**src/rtl/bse_pkg.sv**
```systemverilog
// ----------------------------------------------------------------------------
// bse_pkg
// Shared widths, constants and status types for the byte entropy block.
// ----------------------------------------------------------------------------
package bse_pkg;

   localparam int NUM_BINS  = 256;
   localparam int BIN_W     = 8;
   localparam int MAX_BYTES = 4096;
   localparam int CNT_W     = 13;
   localparam int FRAC_BITS = 16;
   localparam int LOG_FRAC  = 30;
   localparam int K_W       = 4;
   localparam int LOG_W     = K_W + LOG_FRAC;
   localparam int PROD_W    = CNT_W + LOG_W;
   localparam int SUM_W     = 48;
   localparam int ENT_W     = 20;
   localparam int Z_W       = 32;
   localparam int IT_W      = 5;
   localparam int DIV_IT_W  = 6;

   typedef struct packed {
      logic             done;
      logic [LOG_W-1:0] value;
   } lg_rsp_type;

   typedef struct packed {
      logic             done;
      logic [SUM_W-1:0] quotient;
   } div_rsp_type;

endpackage

```
**src/rtl/bse_div.sv**
```systemverilog
// ----------------------------------------------------------------------------
// bse_div
// Restoring divider, one quotient bit per cycle.
// ----------------------------------------------------------------------------
module bse_div (
   input  logic                      clock,
   input  logic                      reset,
   input  logic                      start,
   input  logic [bse_pkg::SUM_W-1:0] dividend,
   input  logic [bse_pkg::CNT_W-1:0] divisor,
   output bse_pkg::div_rsp_type      rsp
);

   logic                          busy_ff, busy_in;
   logic                          done_ff, done_in;
   logic [bse_pkg::DIV_IT_W-1:0]  it_ff, it_in;
   logic [bse_pkg::SUM_W-1:0]     dvd_ff, dvd_in;
   logic [bse_pkg::CNT_W-1:0]     rem_ff, rem_in;
   logic [bse_pkg::CNT_W-1:0]     dsr_ff, dsr_in;
   logic [bse_pkg::CNT_W:0]       rem_sh;
   logic [bse_pkg::CNT_W:0]       rem_sub;

   assign rem_sh  = {rem_ff, dvd_ff[bse_pkg::SUM_W-1]};
   assign rem_sub = rem_sh - {1'b0, dsr_ff};

   always_comb begin
      busy_in = busy_ff;
      done_in = done_ff;
      it_in   = it_ff;
      dvd_in  = dvd_ff;
      rem_in  = rem_ff;
      dsr_in  = dsr_ff;
      if (start) begin
         busy_in = 1'b1;
         done_in = 1'b0;
         it_in   = '0;
         dvd_in  = dividend;
         rem_in  = '0;
         dsr_in  = divisor;
      end else if (busy_ff) begin
         if (rem_sh >= {1'b0, dsr_ff}) begin
            rem_in = rem_sub[bse_pkg::CNT_W-1:0];
            dvd_in = {dvd_ff[bse_pkg::SUM_W-2:0], 1'b1};
         end else begin
            rem_in = rem_sh[bse_pkg::CNT_W-1:0];
            dvd_in = {dvd_ff[bse_pkg::SUM_W-2:0], 1'b0};
         end
         it_in = it_ff + 1'b1;
         if (it_ff == bse_pkg::DIV_IT_W'(bse_pkg::SUM_W - 1)) begin
            busy_in = 1'b0;
            done_in = 1'b1;
         end
      end
   end

   always_ff @(posedge clock) begin
      if (reset) begin
         busy_ff <= 1'b0;
         done_ff <= 1'b0;
      end else begin
         busy_ff <= busy_in;
         done_ff <= done_in;
      end
      it_ff  <= it_in;
      dvd_ff <= dvd_in;
      rem_ff <= rem_in;
      dsr_ff <= dsr_in;
   end

   assign rsp.done     = done_ff;
   assign rsp.quotient = dvd_ff;

endmodule

```
**config.mk**
```make
export PLATFORM = sky130hd
export DESIGN_NAME = bse_div
export DESIGN_NICKNAME = d
export VERILOG_FILES = /design/src/rtl/bse_pkg.sv /design/src/rtl/bse_div.sv
export SDC_FILE = /design/constraint.sdc
export NUM_CORES = 1
export LEC_CHECK = 0
export BUFFER_PORTS_ARGS = -buffer_cell sky130_fd_sc_hd__buf_2
export CORE_UTILIZATION = 49
export CTS_CLUSTER_DIAMETER = 40
export DETAILED_ROUTE_END_ITERATION = 8
export PLACE_DENSITY = 0.8
export SYNTH_ARGS = -nofsm -noshare
export SYNTH_HDL_FRONTEND = slang
export SYNTH_SLANG_ARGS = --single-unit
```
**constraint.sdc**
```tcl
create_clock -name clock -period 3.62 [get_ports clock]
set_clock_uncertainty 0.05 [all_clocks]
set_input_delay 0.181 -clock clock [delete_from_list [all_inputs] [get_ports clock]]
set_output_delay 0.181 -clock clock [all_outputs]
set_load 0.02 [all_outputs]
```
Yosys cells after proc, flatten, opt, wreduce, memory -nomap -nowiden:

Index checks and enable logic that the tools add are counted.

* bits in registers: 82
* bits of input ports: 64
* output and inout port bits: 49
* logic and storage cells: 20

* add/sub/neg operators: 2
* $lt $le $gt $ge: 1
* equality and inequality tests: 1
* multiplexer cells: 7
* reductions and logical operators: 3

Operator list (number)
* 2-to-1 mux 48 bit: 2
* >= comparator 14 x 13 -> 1 bit: 1
* 2-to-1 mux 13 bit: 1
* subtractor 13 bit: 1
* adder 6 x 1 -> 6 bit, second input constant: 1
* == test 6 bit, second input constant: 1
* 2-to-1 mux 1 bit: 4
* AND reduction 2 bit: 1
* nonzero test 2 bit: 1
* OR reduction 2 bit: 1

Depth between registers and ports, before layout:

* depth after elaboration: 4
* mapped depth: 11
* gate-level depth less buffers: 10

Worst setup path after synthesis:

No wires, ideal clock.

* kind: reg-to-reg
* start: register dvd_ff[47] (netlist bit)
* end: register dvd_ff[0] (netlist bit) (data pin)
* setup time: 0.260 ns
* data arrival time: 2.198 ns
* required time: 3.310 ns
* slack: 1.113 ns
* cell stages (with the launch flop): 12
* buffers on the path: 1
* period minus slack after synthesis: 2.507 ns
* path through: edfxtp_1 > inv_1 > ha_1 > inv_1 > fa_1 > a21oi_2 > o221ai_4 > nand2_4 > a21o_1 > buf_6 > nand2_4 > mux2_2

* longest elaborated chain between the ends: 4

Ends and longest elaborated chain
* from (decl): line bse_div.sv:17 `logic [bse_pkg::SUM_W-1:0] dvd_ff, dvd_in;`
* from (signal assigned): line bse_div.sv:65 `dvd_ff <= dvd_in;`
* >= comparator 14 x 13 -> 1 bit: line bse_div.sv:41 `if (rem_sh >= {1'b0, dsr_ff}) begin`
* 2-to-1 mux 1 bit: line bse_div.sv:41
* 2-to-1 mux 48 bit: line bse_div.sv:40 `end else if (busy_ff) begin`
* 2-to-1 mux 48 bit: line bse_div.sv:33 `if (start) begin`
* net dvd_in, one bit: line bse_div.sv:17

The timed path passes the listed nets, and every way through them passes these cells. The select of a mux whose other input is x is not followed.
A chain may end at the register's enable or synchronous reset.

Worst setup path after layout:

Ends and elaborated chain as after synthesis.

==> reports/qor.csv <==
metric,value,unit
setup_slack,0.878,ns
antenna_found_initial,0,
max_slew_margin,28.1,%
ys_seq_area_share,53.8,%
vias_per_cell,5.55,
tns,0,ns
synth_edf_count,61,
fill_cells,666,
power,2.40,mW
cp.required,3.68,ns
p_comb_share,23.5,%
synth_cells,338,
p_leak,2.11,nW
vias,3158,
core,8260,sq um
p_clk_share,27.8,%
overflow,0,
hold_viol_final,0,
drv_slew,0,
grt_max_degree,78,
finalSetupViolCount,0,
crit_buf_inv,2,
multi_input_area,1760,sq um
grt_pass1_wl,14.4,mm
cts_sinks,82,
finalCriticalPeriod,2.74,ns
critical_path.cell_chain,"inv_1, ha_1, inv_1, fa_1, a21oi_2, o221ai_4, nand2_4, a21o_1, nand2_4, mux2_2",
cts_buffers,9,
first_global_vias,3078,
ys_ff_latch,82,
post-place-cells,540,
initial_core_util,50.7,%
cts.clk_slew.worst_paths,0.09,ns
final_util,62.2,%
cp-start-kind,flop,
status,"finished, final reports clean",
p_seq_share,48.7,%
rows,33,
critical_path.endpoint_type,flop,
crit_path_max_incr_delay,0.43,ns
drc,0,
insertion_delay,0.35,ns
finalNetCount,539,
synth_warnings,0,
switching_power,0.732,mW
power.density,467,nW/um^2
htree_levels,3,
die_h,94.5,microns
dr.pass1.iters,4,
critPathMaxFanout,10,
cap_violations,0,
clockBufferDepth,2,
dieArea,8920,sq um
area_growth,22.6,%
ir_drop,342,uV
syn_area,4190,sq um
io_buffers,112,
switching_share,30.5,%
hold_class,input pin to flop,
postRouteAntennaNets,0,
root_buffer,clkbuf_8,
n_antenna_cell,0,
first_iter_violations,185,
tightest_slew,1.07,ns
gp_congestion,0.826,
crit_slowest_cell,edfxtp_1,
wl,9.09,mm
wl_per_cell,16.0,microns
synthesis.nets,417,
synth_cell_type_count,61,
track_usage,21.1,%
tritoncts,yes,
crit_arrival,2.80,ns
async_reset_ff_share,0,%
rsz0062_at_grt,false,
drive_gt1_share,41.4,%
max_freq,365,MHz
place_hpwl,6.21,mm
die_w,94.5,microns
ys.flop_type,edfxtp_1,
io_pins,113,
fin_crit_sh,75.7,%
cts_resized,0,
avgSynthCellArea,12.4,sq um
ff_latch_area,2250,sq um
crit_type,flop to flop,
pre_cts_ws,0.920,ns
internal-power,1.67,mW
crit_family,compound AO/OA/AOI/OAI gates,
final_cells,569,
==> stage by stage <==
step / area (sq um) / hold WS (ns)
global route: 5130 / 0.0559
CTS: 5130 / 0.0554
finish: 5130 / 0.0778
detailed placement: 4800 / 0.309
floorplan: 4190 / 0.203
global placement: 4800 / 0.306
==> routing by layer <==
metal,vias up,GRT usage [%],routed length [microns]
li1,1524,-,-
met4,0,8.71,216
met2,135,33.4,4340
met5,-,0,0
met1,1481,27.3,3880
met3,18,5.80,644
==> worst register-to-register path, stage by stage, from the launching register on <==
cell      delay [ns]
edfxtp_1        0.43
inv_1           0.08
ha_1            0.16
inv_1           0.06
fa_1            0.41
a21oi_2         0.23
o221ai_4        0.18
nand2_4         0.10
a21o_1          0.37
nand2_4         0.14
mux2_2          0.29
==> cell families (layout without fill, tap and decap cells) <==
family	count (synthesis)	after routing	share of synthesized area (%)
flip-flops	82	82	53.8
buffers and inverters	40	166	4.33
AND/OR/NAND/NOR	72	72	8.93
multiplexers	49	49	13.1
adder cells (fa/ha/maj)	15	15	4.66
XOR/XNOR	11	11	2.30
AO/OA/AOI/OAI	69	69	12.9
==> Yosys cell counts (2+ instances only) <==
library cell	n	area share [%]
nand3_1	14	1.7
dfxtp_1	21	10
o21ai_0	10	1.2
mux2_2	48	13
nand2_1	13	1.2
a21o_1	4	0.72
o2111ai_1	3	0.63
nand4_1	3	0.45
ha_1	14	4.2
and2_1	2	0.30
o31a_1	2	0.42
nor4_1	6	0.90
nand3b_1	2	0.36
a21oi_2	4	0.84
xnor2_1	4	0.84
a21oi_1	9	1.1
inv_1	21	1.9
clkbuf_1	9	0.81
nand2_4	2	0.54
a311oi_1	8	1.7
a221oi_1	2	0.42
xor2_1	7	1.5
o21ai_1	7	0.84
edfxtp_1	61	44
buf_4	6	1.1
nor2_1	20	1.8
nor2b_1	2	0.30
==> cells in the final DEF, fill, tap and decap left out, drive strengths merged, types with 2 or more instances in the layout <==
cell type / n
nand3: 15
xnor2: 4
and2: 2
a31oi: 2
nor4: 6
ha: 14
mux2: 48
nand3b: 2
edfxtp: 61
nor2b: 2
o31a: 2
o221ai: 2
dlygate4sd3: 14
a21o: 4
a211oi: 2
inv: 23
dfxtp: 21
nand4: 3
a221oi: 2
clkbuf: 9
buf: 114
nand2: 15
clkinvlp: 2
o2111ai: 3
clkinv: 3
o21ai: 17
a311oi: 9
nor2: 21
o311ai: 2
a21oi: 13
xor2: 7
==> sequential cells by signal, indices dropped and copies added, names as in the netlist <==
register and count:
dvd_ff 48, dsr_ff 13, rem_ff 13, it_ff 6, busy_ff 1, done_ff 1
==> cell type report <==
type | instances | area share, %
timing repair buffer | 128 | 13.9
sequential | 82 | 43.9
clock inverter | 6 | 1.29
inverter | 23 | 1.68
clock buffer | 9 | 2.41
tap | 105 | 2.56
multi-input combinational | 216 | 34.2
==> power groups by stage <==
stage / clock, mW / combinational (mW) / sequential, mW
after floorplan: 0 / 0.322 / 1.25
after global routing: 0.719 / 0.610 / 1.18
after CTS: 0.687 / 0.562 / 1.17
after detailed placement: 0 / 0.547 / 1.19
after global placement: 0 / 0.533 / 1.18
final: 0.666 / 0.564 / 1.17
==> final timing paths <==
kind | startpoint | to | slack, ns | cells past startpoint
max | dvd_ff[47]$_DFFE_PP_ | dvd_ff[0]$_DFFE_PP_ | 0.88 | 10
min | dividend[16] | dvd_ff[16]$_DFFE_PP_ | 0.08 | 2
max reg2reg | dvd_ff[47]$_DFFE_PP_ | dvd_ff[0]$_DFFE_PP_ | 0.88 | 10
min reg2reg | it_ff[5]$_SDFFE_PP0P_ | it_ff[5]$_SDFFE_PP0P_ | 0.45 | 2
==> timing repair <==
action,4_1_cts,5_1_grt
hold buffers,14,0
setup buffers,0,0
endpoints found under the hold margin,15,0
Power figures use the tool's default switching activity.
