File: src/rtl/bse_pkg.sv
// ----------------------------------------------------------------------------
// bse_pkg
// Shared widths, constants and status types for the byte entropy block.
// ----------------------------------------------------------------------------
package bse_pkg;

   localparam int NUM_BINS  = 256;
   localparam int BIN_W     = 8;
   localparam int MAX_BYTES = 4096;
   localparam int CNT_W     = 13;
   localparam int FRAC_BITS = 16;
   localparam int LOG_FRAC  = 30;
   localparam int K_W       = 4;
   localparam int LOG_W     = K_W + LOG_FRAC;
   localparam int PROD_W    = CNT_W + LOG_W;
   localparam int SUM_W     = 48;
   localparam int ENT_W     = 20;
   localparam int Z_W       = 32;
   localparam int IT_W      = 5;
   localparam int DIV_IT_W  = 6;

   typedef struct packed {
      logic             done;
      logic [LOG_W-1:0] value;
   } lg_rsp_type;

   typedef struct packed {
      logic             done;
      logic [SUM_W-1:0] quotient;
   } div_rsp_type;

endpackage

File: src/rtl/bse_log2.sv
// ----------------------------------------------------------------------------
// bse_log2
// Iterative log2 with LOG_FRAC fraction bits by repeated squaring.
// ----------------------------------------------------------------------------
module bse_log2 (
   input  logic                      clock,
   input  logic                      reset,
   input  logic                      start,
   input  logic [bse_pkg::CNT_W-1:0] x,
   output bse_pkg::lg_rsp_type       rsp
);

   logic                          busy_ff, busy_in;
   logic                          done_ff, done_in;
   logic [bse_pkg::IT_W-1:0]      it_ff, it_in;
   logic [bse_pkg::Z_W-1:0]       z_ff, z_in;
   logic [bse_pkg::K_W-1:0]       k_ff, k_in;
   logic [bse_pkg::LOG_FRAC-1:0]  frac_ff, frac_in;
   logic [2*bse_pkg::Z_W-1:0]     sq;
   logic [bse_pkg::K_W-1:0]       k_new;
   logic [bse_pkg::IT_W-1:0]      bit_idx;

   always_comb begin
      k_new = '0;
      for (int i = 0; i < bse_pkg::CNT_W; i++) begin
         if (x[i]) begin
            k_new = bse_pkg::K_W'(i);
         end
      end
   end

   assign sq      = 64'(z_ff) * 64'(z_ff);
   assign bit_idx = bse_pkg::IT_W'(bse_pkg::LOG_FRAC - 1) - it_ff;

   always_comb begin
      busy_in = busy_ff;
      done_in = 1'b0;
      it_in   = it_ff;
      z_in    = z_ff;
      k_in    = k_ff;
      frac_in = frac_ff;
      if (start) begin
         busy_in = 1'b1;
         it_in   = '0;
         k_in    = k_new;
         frac_in = '0;
         z_in    = bse_pkg::Z_W'(x) << (bse_pkg::IT_W'(bse_pkg::Z_W - 1) - 5'(k_new));
      end else if (busy_ff) begin
         if (sq[2*bse_pkg::Z_W-1]) begin
            z_in             = sq[2*bse_pkg::Z_W-1:bse_pkg::Z_W];
            frac_in[bit_idx] = 1'b1;
         end else begin
            z_in = sq[2*bse_pkg::Z_W-2:bse_pkg::Z_W-1];
         end
         it_in = it_ff + 1'b1;
         if (it_ff == bse_pkg::IT_W'(bse_pkg::LOG_FRAC - 1)) begin
            busy_in = 1'b0;
            done_in = 1'b1;
         end
      end
   end

   always_ff @(posedge clock) begin
      if (reset) begin
         busy_ff <= 1'b0;
         done_ff <= 1'b0;
      end else begin
         busy_ff <= busy_in;
         done_ff <= done_in;
      end
      it_ff   <= it_in;
      z_ff    <= z_in;
      k_ff    <= k_in;
      frac_ff <= frac_in;
   end

   assign rsp.done  = done_ff;
   assign rsp.value = {k_ff, frac_ff};

endmodule

File: config.mk
export PLATFORM = sky130hd
export DESIGN_NAME = bse_log2
export DESIGN_NICKNAME = d
export VERILOG_FILES = /design/src/rtl/bse_pkg.sv /design/src/rtl/bse_log2.sv
export SDC_FILE = /design/constraint.sdc
export NUM_CORES = 2
export LEC_CHECK = 0
export BUFFER_PORTS_ARGS = -buffer_cell sky130_fd_sc_hd__clkbuf_2
export CAP_MARGIN = 30
export CORE_MARGIN = 2
export CORE_UTILIZATION = 65
export CTS_CLUSTER_SIZE = 16
export DETAILED_ROUTE_END_ITERATION = 10
export PLACE_DENSITY = 0.82
export SLEW_MARGIN = 20
export SYNTH_ARGS = -nofsm -noshare
export SYNTH_HDL_FRONTEND = slang
export SYNTH_SLANG_ARGS = --single-unit
File: constraint.sdc
create_clock -name clock -period 10.3 [get_ports clock]
set_clock_uncertainty 0.1 [all_clocks]
set_input_delay 1.03 -clock clock [delete_from_list [all_inputs] [get_ports clock]]
set_output_delay 1.03 -clock clock [all_outputs]
set_load 0.02 [all_outputs]
Word level (Yosys, flattened, before mapping)
Cells that the tools add are included.
{"block": "op_classes", "eq_ne": 1, "bitwise_logic": 2, "mul": 1, "reduce_logical": 4, "addsub": 3, "muxes": 21, "shifts": 1, "magnitude_cmp": 2}
{"op": "32-bit two-way mux", "count": 3}
{"op": "32-bit by 32-bit multiplier with 64-bit output", "count": 1}
{"op": "4-bit two-way mux", "count": 11}
{"op": "13-bit by 5-bit << shifter with 32-bit output", "count": 1}
{"op": "30-bit bitwise OR", "count": 1}
{"op": "5-bit by 6-bit < comparator with 1-bit output (second input constant)", "count": 1}
{"op": "1-bit two-way mux", "count": 6}
{"op": "5-bit by 1-bit adder with 5-bit output (second input constant)", "count": 1}
{"op": "1-bit demux with 5-bit select", "count": 1}
{"op": "5-bit == test (second input constant)", "count": 1}
{"op": "5-bit by 1-bit greater-or-equal comparator with 1-bit output (second input constant)", "count": 1}
{"op": "5-bit by 4-bit subtractor with 5-bit output (first input constant)", "count": 1}
{"op": "5-bit subtractor (first input constant)", "count": 1}
{"op": "3-bit OR reduction", "count": 1}
{"op": "2-bit AND reduction", "count": 1}
{"op": "2-bit nonzero test", "count": 1}
{"op": "1-bit logical AND", "count": 1}
{"op": "1-bit NOT", "count": 1}
{"block": "word_totals", "wordCells": 41, "output_inout_bits": 35, "inputBits": 16, "register_bits": 73}

Longest topological paths before layout
{"block": "logic_depth", "word_depth": 15, "ltp_mapped": 32, "depth_no_buf": 27}

Least setup slack after synthesis
No wires, ideal clock.
{"block": "synth_timing", "kind": "reg-to-reg", "from": "reg z_ff[5] (netlist name)", "to": "reg z_ff[27] (netlist name), data pin", "path_slack_ns": 2.368, "setup_time_ns": 0.261, "synth_period_minus_slack_ns": 7.932, "arrival_time_ns": 7.571, "required_ns": 9.939, "path_stages_with_launch": 29, "n_path_buf": 3, "cell_sequence": "edfxtp_1 -> clkbuf_1 -> clkbuf_1 -> nand2_1 -> fa_1 -> inv_1 -> fa_1 -> fa_1 -> inv_1 -> fa_1 -> inv_1 -> fa_1 -> fa_1 -> fa_1 -> inv_1 -> fa_1 -> inv_1 -> ha_1 -> clkbuf_1 -> nand4_1 -> or4_1 -> nor4b_1 -> a32o_1 -> o31a_1 -> nor2_1 -> a21oi_1 -> a21oi_1 -> xnor2_1 -> a221o_1"}
{"block": "synth_via", "elab_chain_len": 4}
{"element": "start, declared", "line_no": "bse_log2.sv:16", "source": "logic [bse_pkg::Z_W-1:0] z_ff, z_in;"}
{"element": "start signal, assigned", "line_no": "bse_log2.sv:72", "source": "z_ff <= z_in;"}
{"element": "32-bit by 32-bit multiplier with 64-bit output", "line_no": "bse_log2.sv:32", "source": "assign sq = 64'(z_ff) * 64'(z_ff);"}
{"element": "32-bit two-way mux", "line_no": "bse_log2.sv:49", "source": "if (sq[2*bse_pkg::Z_W-1]) begin"}
{"element": "32-bit two-way mux", "line_no": "bse_log2.sv:48", "source": "end else if (busy_ff) begin"}
{"element": "32-bit two-way mux", "line_no": "bse_log2.sv:42", "source": "if (start) begin"}
{"element": "net z_in (one bit)", "line_no": "bse_log2.sv:16"}
The timed path passes the listed nets, and every way through them passes these cells. The select of a mux whose other input is x is not followed.
A chain may end at the register's enable or synchronous reset.

Worst setup path after layout
{"block": "layout_timing", "from": "reg z_ff[23] (netlist name)", "to": "reg z_ff[30] (netlist name), data pin"}
The elaborated chain is that of the path after synthesis.

==> metrics list <==
- Leaving out filler cells and counting taps, the final layout contains ~4200.
- Post-layout utilization of the core: between 60% and 70%
- Global-route wire length before repair: between 100 and 150 mm
- Clock latency reported for the late side of the worst-skew pair: 0.34 ns
- For this block, the initial DRC count from the detailed router was ~1700.
- The share of the Yosys chip area taken by registers is under 10%.
* Root buffer cell: clkbuf_16
* H-tree levels: 3
- Final Max Slew Viols: 0
- Dividing the synthesized area by the synthesized cell count gives 9.27 µm².
* Setup-violating endpoint count in the final report: 0
- Slew at the pin closest to its max-slew limit: roughly 1.1 ns
- Unrepaired setup endpoints after global routing: no
* Area of the mapped netlist: around 0.033 mm²
- Maximum clock insertion buffer count: 2
* Wirelength per Cell: roughly 20 µm
- Endpoint class of the critical path: register
* Critical path capture point: z_ff[30]
- Vias in the first global route: 26000
- Summing all flip-flop and latch instances after layout gives between 0.0015 and 0.002 mm².
* Via-to-Cell Ratio: around 5.7
* Area Overhead vs Synth: 4.03%
- Startpoint of the most critical register-to-register path: z_ff[23]
* Startpoint class of the critical path: register
* Pin count of the biggest net entering global routing: 80
* Headroom to the max-slew limit: between 20% and 30%
* Category of the critical setup timing path: reg -> reg
- Die height: about 230 µm
* Port bufs: 50
- Routability Congestion: between 0.9 and 1
* Maximum Capacitance Violations: 0
* Total detailed-routing wirelength: around 84 mm
- Fraction of layout instances using a drive strength above 1: around 4.3%
* Total negative slack for setup checks: 0 ns
- Mapped Cells: around 3500
* Number of enable flip-flop cells after synthesis: 36
- Gates resized during post-CTS repair numbered 0.
* Count of cell types in the netlist: 75
- After clock tree synthesis, the clock-pin slew on the worst setup and hold paths is roughly 0.070 ns.
- Setup slack on the worst reg-to-reg path comes out at around 1.1 ns.
- Final Hold Fails: 0
- Post-cts hold buffer count: 0
- The initial utilization of the core area, before any placement, comes to about two thirds.
- For the worst setup path, the data arrival time is 9.16 ns.
- Among all flip-flop cells after synthesis, the most frequent one is dfxtp_1.
- The number of antenna violations at the first check in global routing was 1.
* Area taken by multi-input logic gates: between 0.02 and 0.03 mm²
- At the end of the flow, the number of nets in the layout was between 4000 and 5000.
- In the finished design, the share of the clock period the worst path needs comes to about nine tenths.
* Post-synthesis sequential element count: between 70 and 80
* Detail Placement HPWL: between 60 and 70 mm
- At the worst endpoint, the required time is between 10 and 15 ns.
- Critical Path Start: z_ff[23]
- The floorplan has 82 rows.
* Min Tclk post-route: 9.20 ns
* YS warnings: 0
* Number of I/O pins: roughly 50
- Die Width: approximately 230 µm
* Number of setup buffers added after CTS: 0
* Endpoint of the worst-slack reg-to-reg timing path: z_ff[30]
- Sinks on Clock Net: 73
* Number of buffers created by CTS: 9
* Total via count in the routed design: approximately 24000
- Type of the most critical hold path: reg -> reg
- The die covers about 0.052 mm².
- Placeable core area: between 0.05 and 0.06 mm²
- Measured in cells, the most critical reg-to-reg path has a length of 25.
- Overall global routing resource usage: around a third
* Async S/R FF share, synth: 0%
- Remaining antenna violation count: 0
* Number of nets in the synthesized netlist: ~4700
- Remaining global-route overflow: 0
* Pre-Repair DR Iteration Count: 6
- Counting tap cells, the placed design contains a total of approximately 4200 instances.
* Fill cells: 3883
* Maximum fanout encountered on the critical timing path: 13
- In the routed design, unresolved DRC markers number 0.
* Clock tree from TritonCTS: built
- The flow ran to the end, and the final reports show no timing, DRC or antenna violations.
- Timing would allow up to 109 MHz.
-- per-stage QoR --
| step | worst slack (ns) | hold WS [ns] | area, µm² |
|---|---|---|---|
| after detailed placement | 1.21 | 0.359 | 33800 |
| after floorplan | 2.37 | 0.420 | 32900 |
| final | 1.10 | 0.367 | 34200 |
| after global routing | 0.730 | 0.394 | 34200 |
| after global placement | 1.30 | 0.348 | 33700 |
| after CTS | 1.17 | 0.373 | 34200 |
-- layout make-up --
| class | instances | area share [%] |
|---|---|---|
| sequential | 73 | 5.33 |
| timing repair buffer | 102 | 2.05 |
| multi-input combinational | 2337 | 78.3 |
| clock buffer | 9 | 0.659 |
| inverter | 992 | 10.9 |
| clock inverter | 7 | 0.296 |
| tap | 672 | 2.46 |
| antenna | 2 | 0.0146 |
-- cells by family after synthesis --
logic type / share of synthesized area, %
AO/OA/AOI/OAI: 6.28
flip-flops: 5.54
buffers and inverters: 13.1
adder cells (fa/ha/maj): 59.9
XOR/XNOR: 2.19
multiplexers: 1.28
AND/OR/NAND/NOR: 11.8
-- flip-flops by register name, summed over array words and instances (netlist names) --
| register | count |
|---|---|
| frac_ff | 30 |
| busy_ff | 1 |
| it_ff | 5 |
| done_ff | 1 |
| z_ff | 32 |
| k_ff | 4 |
-- metal layers --
layer | global-route usage (%) | share of wire, % | up-vias
met5 | 0 | 0 | -
met4 | 15.0 | 5.3 | 0
met3 | 5.18 | 8.4 | 278
met2 | 55.4 | 49 | 1132
met1 | 43.3 | 37 | 12000
li1 | - | - | 10500
-- worst min path at each step --
| stage | slack (ns) | cells past startpoint | to | startpoint |
|---|---|---|---|---|
| floorplan | 0.42 | 2 | done_ff | it_ff[4] |
| global placement | 0.35 | 2 | frac_ff[0] | frac_ff[0] |
| detailed placement | 0.36 | 2 | frac_ff[13] | frac_ff[13] |
| CTS | 0.37 | 2 | frac_ff[13] | frac_ff[13] |
| global route | 0.39 | 2 | frac_ff[12] | frac_ff[12] |
| finish | 0.37 | 2 | frac_ff[24] | frac_ff[24] |
-- layout by cell type (no fill, tap or decap), types with 22 or more instances in the layout --
cell type    n
a21oi_1    120
a21o_1      27
xor2_1      46
xnor2_1     36
o21ai_0     42
buf_4       45
and2_1     229
edfxtp_1    36
clkbuf_2    50
nand4_1     22
nand2_1    314
dfxtp_1     37
ha_1       307
inv_1      991
nor2_1     133
nor3_1      25
fa_1       791
mux2i_1     41
-- Yosys cell counts (13+ instances only) --
library cell  number  area (µm²)
nor3_1            25         125
dfxtp_1           37         741
edfxtp_1          36        1080
xor2_1            46         403
a21o_1            27         203
ha_1             307        3840
and2_1           229        1430
buf_2             13        65.1
clkbuf_1         123         462
o21ai_0           42         210
nand3_1           16        80.1
mux2i_1           41         410
inv_1            991        3720
a21oi_1          120         601
a31o_2            14         123
fa_1             791       15800
nand2_1          314        1180
o21bai_1          13        97.6
nand4_1           22         138
nor2_1           133         499
xnor2_1           36         315
-- worst max-delay path, stage by stage, from the launching register on --
cell and delay [ns]:
edfxtp_1 0.91, buf_4 0.35, and2_1 0.22, xnor2_1 0.08
ha_1 0.20, a31o_2 0.24, fa_1 0.50, fa_1 0.52
inv_1 0.07, fa_1 0.54, inv_1 0.05, fa_1 0.48
fa_1 0.57, fa_1 0.45, fa_1 0.52, ha_1 0.38
and4_1 0.24, and2_1 0.16, a31oi_1 0.23, a21oi_1 0.11
nor3_1 0.61, a31oi_2 0.25, a21boi_1 0.44, o21ai_0 0.23
a221oi_1 0.30, o31ai_1 0.14
Power is left out: the tool's default activity adds up to more than one toggle a clock period on the data nets, which glitch-free logic cannot reach.
